**config.mk**
```make
export PLATFORM = sky130hd
export DESIGN_NAME = linear_key_value_table_core
export DESIGN_NICKNAME = d
export VERILOG_FILES = /design/src/rtl/core/lkv_pkg.sv /design/src/rtl/core/lkv_cell.sv /design/src/rtl/core/linear_key_value_table_core.sv
export SDC_FILE = /design/constraint.sdc
export NUM_CORES = 2
export LEC_CHECK = 0
export BUFFER_PORTS_ARGS = -buffer_cell sky130_fd_sc_hd__buf_2
export CORE_MARGIN = 2
export CORE_UTILIZATION = 55
export DETAILED_ROUTE_END_ITERATION = 10
export HOLD_SLACK_MARGIN = 0.05
export PLACE_DENSITY = 0.78
export SYNTH_ARGS = -nofsm -noshare
export SYNTH_HDL_FRONTEND = slang
export SYNTH_SLANG_ARGS = --single-unit
```
**constraint.sdc**
```tcl
create_clock -name clk_i -period 8.3 [get_ports clk_i]
set_input_delay 0.83 -clock clk_i [delete_from_list [all_inputs] [get_ports clk_i]]
set_output_delay 0.83 -clock clk_i [all_outputs]
set_load 0.05 [all_outputs]
```
**src/rtl/core/lkv_pkg.sv**
```systemverilog
// lkv_pkg: shared types and constants for the linear key/value table
// beat payload structs, search token carried down the cell chain
// no dependencies
package lkv_pkg;

  localparam int unsigned KEY_W     = 32;
  localparam int unsigned VAL_W     = 32;
  localparam int unsigned CAP_W     = 5;
  localparam int unsigned DEPTH_DEF = 16;
  localparam int unsigned CMP_W     = 9;

  localparam logic [CAP_W-1:0] CAP_RESET = 5'd16;

  typedef enum logic {
    FUNC_INSERT = 1'b0,
    FUNC_LOOKUP = 1'b1
  } lkv_func_e;

  typedef struct packed {
    lkv_func_e        func;
    logic [KEY_W-1:0] key;
    logic [VAL_W-1:0] write_value;
  } lkv_req_t;

  typedef struct packed {
    logic             ok;
    logic [VAL_W-1:0] read_value;
  } lkv_rsp_t;

  typedef struct packed {
    logic             active;
    lkv_func_e        func;
    logic [KEY_W-1:0] key;
    logic [VAL_W-1:0] wval;
    logic             found;
    logic [VAL_W-1:0] value;
  } lkv_tok_t;

endpackage

```
**src/rtl/core/lkv_cell.sv**
```systemverilog
// lkv_cell: one table entry plus one stage of the search chain
// compares the passing token, updates or reads its entry, registers the token onward
// depends on lkv_pkg
module lkv_cell #(
  parameter int unsigned DEPTH = 16,
  parameter int unsigned INDEX = 0,
  parameter int unsigned CNT_W = 5
) (
  input  logic                     clk_i,
  input  logic                     rst_ni,
  input  lkv_pkg::lkv_tok_t        tok_i,
  output lkv_pkg::lkv_tok_t        tok_o,
  input  logic [CNT_W-1:0]         count_i,
  input  logic                     app_we_i,
  input  logic [lkv_pkg::KEY_W-1:0] app_key_i,
  input  logic [lkv_pkg::VAL_W-1:0] app_val_i
);
  import lkv_pkg::*;

  logic [KEY_W-1:0] key_q;
  logic [VAL_W-1:0] val_q;
  lkv_tok_t         tok_q, tok_d;
  logic             live;
  logic             hit;
  logic             app_here;

  assign live     = (INDEX < DEPTH) && (CNT_W'(INDEX) < count_i);
  assign hit      = tok_i.active && !tok_i.found && live && (key_q == tok_i.key);
  assign app_here = app_we_i && (count_i == CNT_W'(INDEX));

  always_comb begin
    tok_d = tok_i;
    if (hit) begin
      tok_d.found = 1'b1;
      if (tok_i.func == FUNC_LOOKUP) begin
        tok_d.value = val_q;
      end
    end
  end

  always_ff @(posedge clk_i or negedge rst_ni) begin
    if (!rst_ni) begin
      tok_q <= '0;
    end else begin
      tok_q <= tok_d;
    end
  end

  // entry storage, no reset
  always_ff @(posedge clk_i) begin
    if (app_here) begin
      key_q <= app_key_i;
      val_q <= app_val_i;
    end else if (hit && tok_i.func == FUNC_INSERT) begin
      val_q <= tok_i.wval;
    end
  end

  assign tok_o = tok_q;

endmodule

```
**src/rtl/core/linear_key_value_table_core.sv**
```systemverilog
// linear_key_value_table_core: key/value table of configurable capacity (at most DEPTH), chain of DEPTH cells
// an accepted request is registered as the head token and again by each cell in turn;
// the done strobe and response are registered from the tail; busy refuses new requests
// until done; the receiver cannot stall; reset empties the table and sets capacity to 16
// depends on lkv_pkg, lkv_cell
module linear_key_value_table_core #(
  parameter int unsigned DEPTH = lkv_pkg::DEPTH_DEF
) (
  input  logic                      clk_i,
  input  logic                      rst_ni,
  input  logic                      start,
  output logic                      busy,
  input  lkv_pkg::lkv_req_t         req_i,
  input  logic                      cfg_we_i,
  input  logic [lkv_pkg::CAP_W-1:0] cfg_wdata_i,
  output logic                      done_o,
  output lkv_pkg::lkv_rsp_t         rsp_o
);
  import lkv_pkg::*;

  localparam int unsigned CNT_W = $clog2(DEPTH + 1);

  lkv_tok_t         chain [DEPTH+1];
  lkv_tok_t         head_q, head_d;
  lkv_tok_t         tail;
  logic             busy_q, busy_d;
  logic             done_q, done_d;
  lkv_rsp_t         rsp_q, rsp_d;
  logic [CNT_W-1:0] count_q, count_d;
  logic [CAP_W-1:0] cap_q;
  logic [CMP_W-1:0] lim;
  logic             can_app;
  logic             accept;
  logic             app_we;

  assign accept  = start && !busy_q;
  assign chain[0] = head_q;
  assign tail    = chain[DEPTH];

  assign lim     = (CMP_W'(cap_q) > CMP_W'(DEPTH)) ? CMP_W'(DEPTH) : CMP_W'(cap_q);
  assign can_app = CMP_W'(count_q) < lim;
  assign app_we  = tail.active && !tail.found && (tail.func == FUNC_INSERT) && can_app;

  always_comb begin
    head_d        = head_q;
    head_d.active = 1'b0;
    busy_d        = busy_q;
    done_d        = 1'b0;
    rsp_d         = rsp_q;
    count_d       = count_q;
    if (accept) begin
      head_d.active = 1'b1;
      head_d.func   = req_i.func;
      head_d.key    = req_i.key;
      head_d.wval   = req_i.write_value;
      head_d.found  = 1'b0;
      head_d.value  = '0;
      busy_d        = 1'b1;
    end
    if (tail.active) begin
      busy_d           = 1'b0;
      done_d           = 1'b1;
      rsp_d.ok         = tail.found || app_we;
      rsp_d.read_value = tail.value;
      if (app_we) begin
        count_d = count_q + CNT_W'(1);
      end
    end
  end

  always_ff @(posedge clk_i or negedge rst_ni) begin
    if (!rst_ni) begin
      head_q  <= '0;
      busy_q  <= 1'b0;
      done_q  <= 1'b0;
      rsp_q   <= '0;
      count_q <= '0;
      cap_q   <= CAP_RESET;
    end else begin
      head_q  <= head_d;
      busy_q  <= busy_d;
      done_q  <= done_d;
      rsp_q   <= rsp_d;
      count_q <= count_d;
      if (cfg_we_i) begin
        cap_q <= cfg_wdata_i;
      end
    end
  end

  for (genvar i = 0; i < DEPTH; i++) begin : g_cell
    lkv_cell #(
      .DEPTH (DEPTH),
      .INDEX (i),
      .CNT_W (CNT_W)
    ) u_cell (
      .clk_i     (clk_i),
      .rst_ni    (rst_ni),
      .tok_i     (chain[i]),
      .tok_o     (chain[i+1]),
      .count_i   (count_q),
      .app_we_i  (app_we),
      .app_key_i (tail.key),
      .app_val_i (tail.wval)
    );
  end

  assign busy   = busy_q;
  assign done_o = done_q;
  assign rsp_o  = rsp_q;

endmodule
```
==> reports/results.ini <==
[sta]
final_min_period_over_clock_period_pct=56.6
timing.final.hold_violations=0
slew-limit-headroom_pct=23.7
whs_ns=0.211
timing.final.setup_violations=0
drv_slew=0
max_clock_freq_ghz=0.213
fin_setup_tns_ns=0
finalCriticalPeriod_ns=4.70
grt_setup_unrepaired=false
clock_skew_ns=0.0288
worst_pin_slew_ns=1.14

[cts]
clock-root-buffer=sky130_fd_sc_hd__clkbuf_16
cts.clk_slew.worst_paths_ns=0.06
cts.repair.resized=0
clockBufferDepth=3
clock_tree.htree_level_count=4
hold_buffers=1
post_cts_buffers=0
cts_sinks=2719
cts_inserted_buffers=236
tritoncts=built
clkLatencyLatePin_ns=0.86

[floorplanning]
floorplan.rows=151
die_height_um=416
start_util_pct=55.3
ios=109
die-area_mm2=0.173
fp.coreArea_mm2=0.169
chipWidth_um=416

[synthesis]
synth.top_cell.area_share_pct=45.3
leading_cell_types_by_total_area_after_synthesis=sky130_fd_sc_hd__dfrtp_1, sky130_fd_sc_hd__edfxtp_1, sky130_fd_sc_hd__mux2_2
synth.most_common_cell=sky130_fd_sc_hd__dfrtp_1
dominantRegCellSynth=sky130_fd_sc_hd__dfrtp_1
average_cell_area_after_synthesis_um2=18.9
synth_top_cell_by_area=sky130_fd_sc_hd__dfrtp_1
synth-edff-count=1024
synth_seq_cells=2719
synth_area_mm2=0.0935
synth-async-reset-ratio_pct=62.3
synthDistinctLibCells=58
ys.warnings.count=0
synth_sequential_area_ratio_pct=78.2
netlist_top_cells_count=sky130_fd_sc_hd__dfrtp_1, sky130_fd_sc_hd__mux2_2, sky130_fd_sc_hd__edfxtp_1
mappedNetlistNets=5034
synth_instances=4953

[critical_path]
worstReg2RegStart=count_q[3]
critPathLaunch=count_q[3]
worst_path_largest_cell_delay_ns=0.81
critPathArrivalTime_ns=5.15
kind_of_capture_point_of_the_worst_setup_path=flip-flop
critical_path.n_buffers_inverters=1
critPathMaxFanout=33
path_cells=ha_1, a2111o_1, a21oi_2, and3_2, buf_4, o21bai_4
required_ns=8.76
timing.setup.critical_path_class=flip-flop to flip-flop
startpoint_type=flip-flop
path_delay_family=compound AO/OA/AOI/OAI gates
crit_slowest_cell=sky130_fd_sc_hd__and3_2

[grt]
grt_first_pass_wirelength_mm=274
globalRouteTotalUtil_pct=20.7
grt_start_max_net_pins=191
antenna_found_initial=0
overflow=0
vias_in_the_first_global_route=45000

[routing]
routed_via_density=5.43
drc=0
via_count=41400
1st_pass_router_iterations=6
drtIter0Drc=3136
drt.antenna.violating_nets=0
mean_routed_wirelength_per_cell_um=22.9
routed_wirelength_mm=175

[placed_design]
hpwlAfterDp_mm=114
buffer_ports.inserted=108
post_dp_cell_area_mm2=0.0968
gp_routability_congestion=0.934

[power_and_ir_drop]
power_density_mw_per_mm2=281
power.total_uw=29400
ir_drop_mv=0.214
cellLeakagePower_uw=0.0433

[finish]
finalInstanceArea_mm2=0.105
layout.nets=5278
fraction_of_layout_instances_using_a_drive_strength_above_1_pct=30.8
area_growth_syn_to_layout_pct=11.9

[worst_hold_path]
holdCritPathClass=input pin to flip-flop
min-delay-start=req_i[56]

[status]
outcome=completed

[flow_run]
maxCapViolations=0

[per-stage QoR]
stage	setup slack (ns)	cells	utilization, %
3_3_place_gp	3.96	7176	57.3
5_1_grt	3.35	7625	61.9
2_1_floorplan	1.51	4953	-
4_1_cts	3.65	7625	61.9
3_5_place_dp	3.68	7176	57.3
6_report	3.60	7626	61.9
[where the power goes]
group | leakage, uW | total, uW | switching (uW) | internal (uW)
registers | 0.0305 | 17000 | 1430 | 15500
logic | 0.00895 | 1630 | 771 | 857
clock network | 0.00383 | 10800 | 4660 | 6130
[kinds of logic (layout without fill, tap and decap cells)]
group	after synthesis	after routing	share of synthesized area (%)
AOI/OAI and AO/OA	60	60	0.526
other	0	1	0
muxes	1092	1092	13.1
and+or+nand+nor	387	387	2.47
buffers and inverters	203	657	0.990
xor gates and xnor gates	485	485	4.54
DFF	2719	2719	78.2
adders and majority gates	7	7	0.0936
[final timing paths]
kind,endpoint,cells after the start,slack [ns]
max reg2reg,g_cell[10].u_cell.val_q[5],6,3.60
min in group asynchronous,chain[1677],2,0.58
max,g_cell[10].u_cell.val_q[5],6,3.60
max in group asynchronous,g_cell[13].u_cell.tok_o[86],4,5.51
min reg2reg,g_cell[14].u_cell.tok_o[37],0,0.36
min,chain[1673],2,0.21
[worst reg2reg max path, cell delays in order, from the launching register on]
cell and delay, ns:
sky130_fd_sc_hd__dfrtp_1 0.76, sky130_fd_sc_hd__ha_1 0.42, sky130_fd_sc_hd__a2111o_1 0.70, sky130_fd_sc_hd__a21oi_2 0.59, sky130_fd_sc_hd__and3_2 0.81, sky130_fd_sc_hd__buf_4 0.50, sky130_fd_sc_hd__o21bai_4 0.49
[layout make-up]
cell class	count	area, um^2
tap	2218	2780
clock inverter	86	732
timing repair buffer	169	1100
antenna	1	2.50
multi-input combinational	2031	19700
clock buffer	362	7030
inverter	40	150
fill	11100	64500
sequential	2719	73200
[state kept, by name, summed over array words and instances (netlist names)]
name	count
busy	1
g_cell.u_cell.tok_o	1584
count_q	5
cap_q	5
done_o	1
chain	66
g_cell.u_cell.key_q	512
rsp_o	33
g_cell.u_cell.val_q	512
[placed cells by master, fill, tap and decap left out, types with 5 or more instances in the layout]
cell / synthesis / layout
sky130_fd_sc_hd__a2111oi_0: 9 / 9
sky130_fd_sc_hd__a21o_1: 7 / 7
sky130_fd_sc_hd__and2_1: 35 / 35
sky130_fd_sc_hd__buf_12: 0 / 8
sky130_fd_sc_hd__buf_2: 44 / 107
sky130_fd_sc_hd__buf_4: 23 / 53
sky130_fd_sc_hd__bufinv_16: 0 / 10
sky130_fd_sc_hd__clkbuf_1: 60 / 68
sky130_fd_sc_hd__clkbuf_16: 0 / 242
sky130_fd_sc_hd__clkbuf_8: 0 / 52
sky130_fd_sc_hd__clkinv_1: 0 / 17
sky130_fd_sc_hd__clkinv_2: 0 / 42
sky130_fd_sc_hd__clkinvlp_4: 0 / 5
sky130_fd_sc_hd__dfrtp_1: 1694 / 1693
sky130_fd_sc_hd__edfxtp_1: 1024 / 1024
sky130_fd_sc_hd__ha_1: 7 / 7
sky130_fd_sc_hd__inv_1: 40 / 40
sky130_fd_sc_hd__inv_6: 0 / 6
sky130_fd_sc_hd__mux2_1: 10 / 10
sky130_fd_sc_hd__mux2_2: 1082 / 1082
sky130_fd_sc_hd__nand2_1: 49 / 49
sky130_fd_sc_hd__nand2b_1: 23 / 23
sky130_fd_sc_hd__nand3_1: 25 / 21
sky130_fd_sc_hd__nand4_1: 45 / 45
sky130_fd_sc_hd__nor2_1: 19 / 18
sky130_fd_sc_hd__nor2b_1: 21 / 19
sky130_fd_sc_hd__nor3_1: 13 / 12
sky130_fd_sc_hd__nor3b_1: 5 / 5
sky130_fd_sc_hd__nor4_1: 107 / 103
sky130_fd_sc_hd__nor4b_1: 10 / 5
sky130_fd_sc_hd__nor4b_2: 1 / 6
sky130_fd_sc_hd__o2111a_1: 5 / 5
sky130_fd_sc_hd__o21ai_0: 5 / 5
sky130_fd_sc_hd__o21bai_4: 0 / 10
sky130_fd_sc_hd__or2_2: 8 / 8
sky130_fd_sc_hd__xnor2_1: 130 / 130
sky130_fd_sc_hd__xor2_1: 355 / 355
[metal layers]
metal | global-route usage, % | part of all wire [%] | wire length [um] | up-vias
met4 | 7.04 | 2.8 | 4920 | 0
met2 | 33.3 | 49 | 85300 | 984
met5 | 0 | 0 | 0 | -
met3 | 2.83 | 3.9 | 6770 | 282
met1 | 29.6 | 44 | 77600 | 21900
li1 | - | - | - | 18300
No activity file was read; power rests on OpenSTA's default activity.
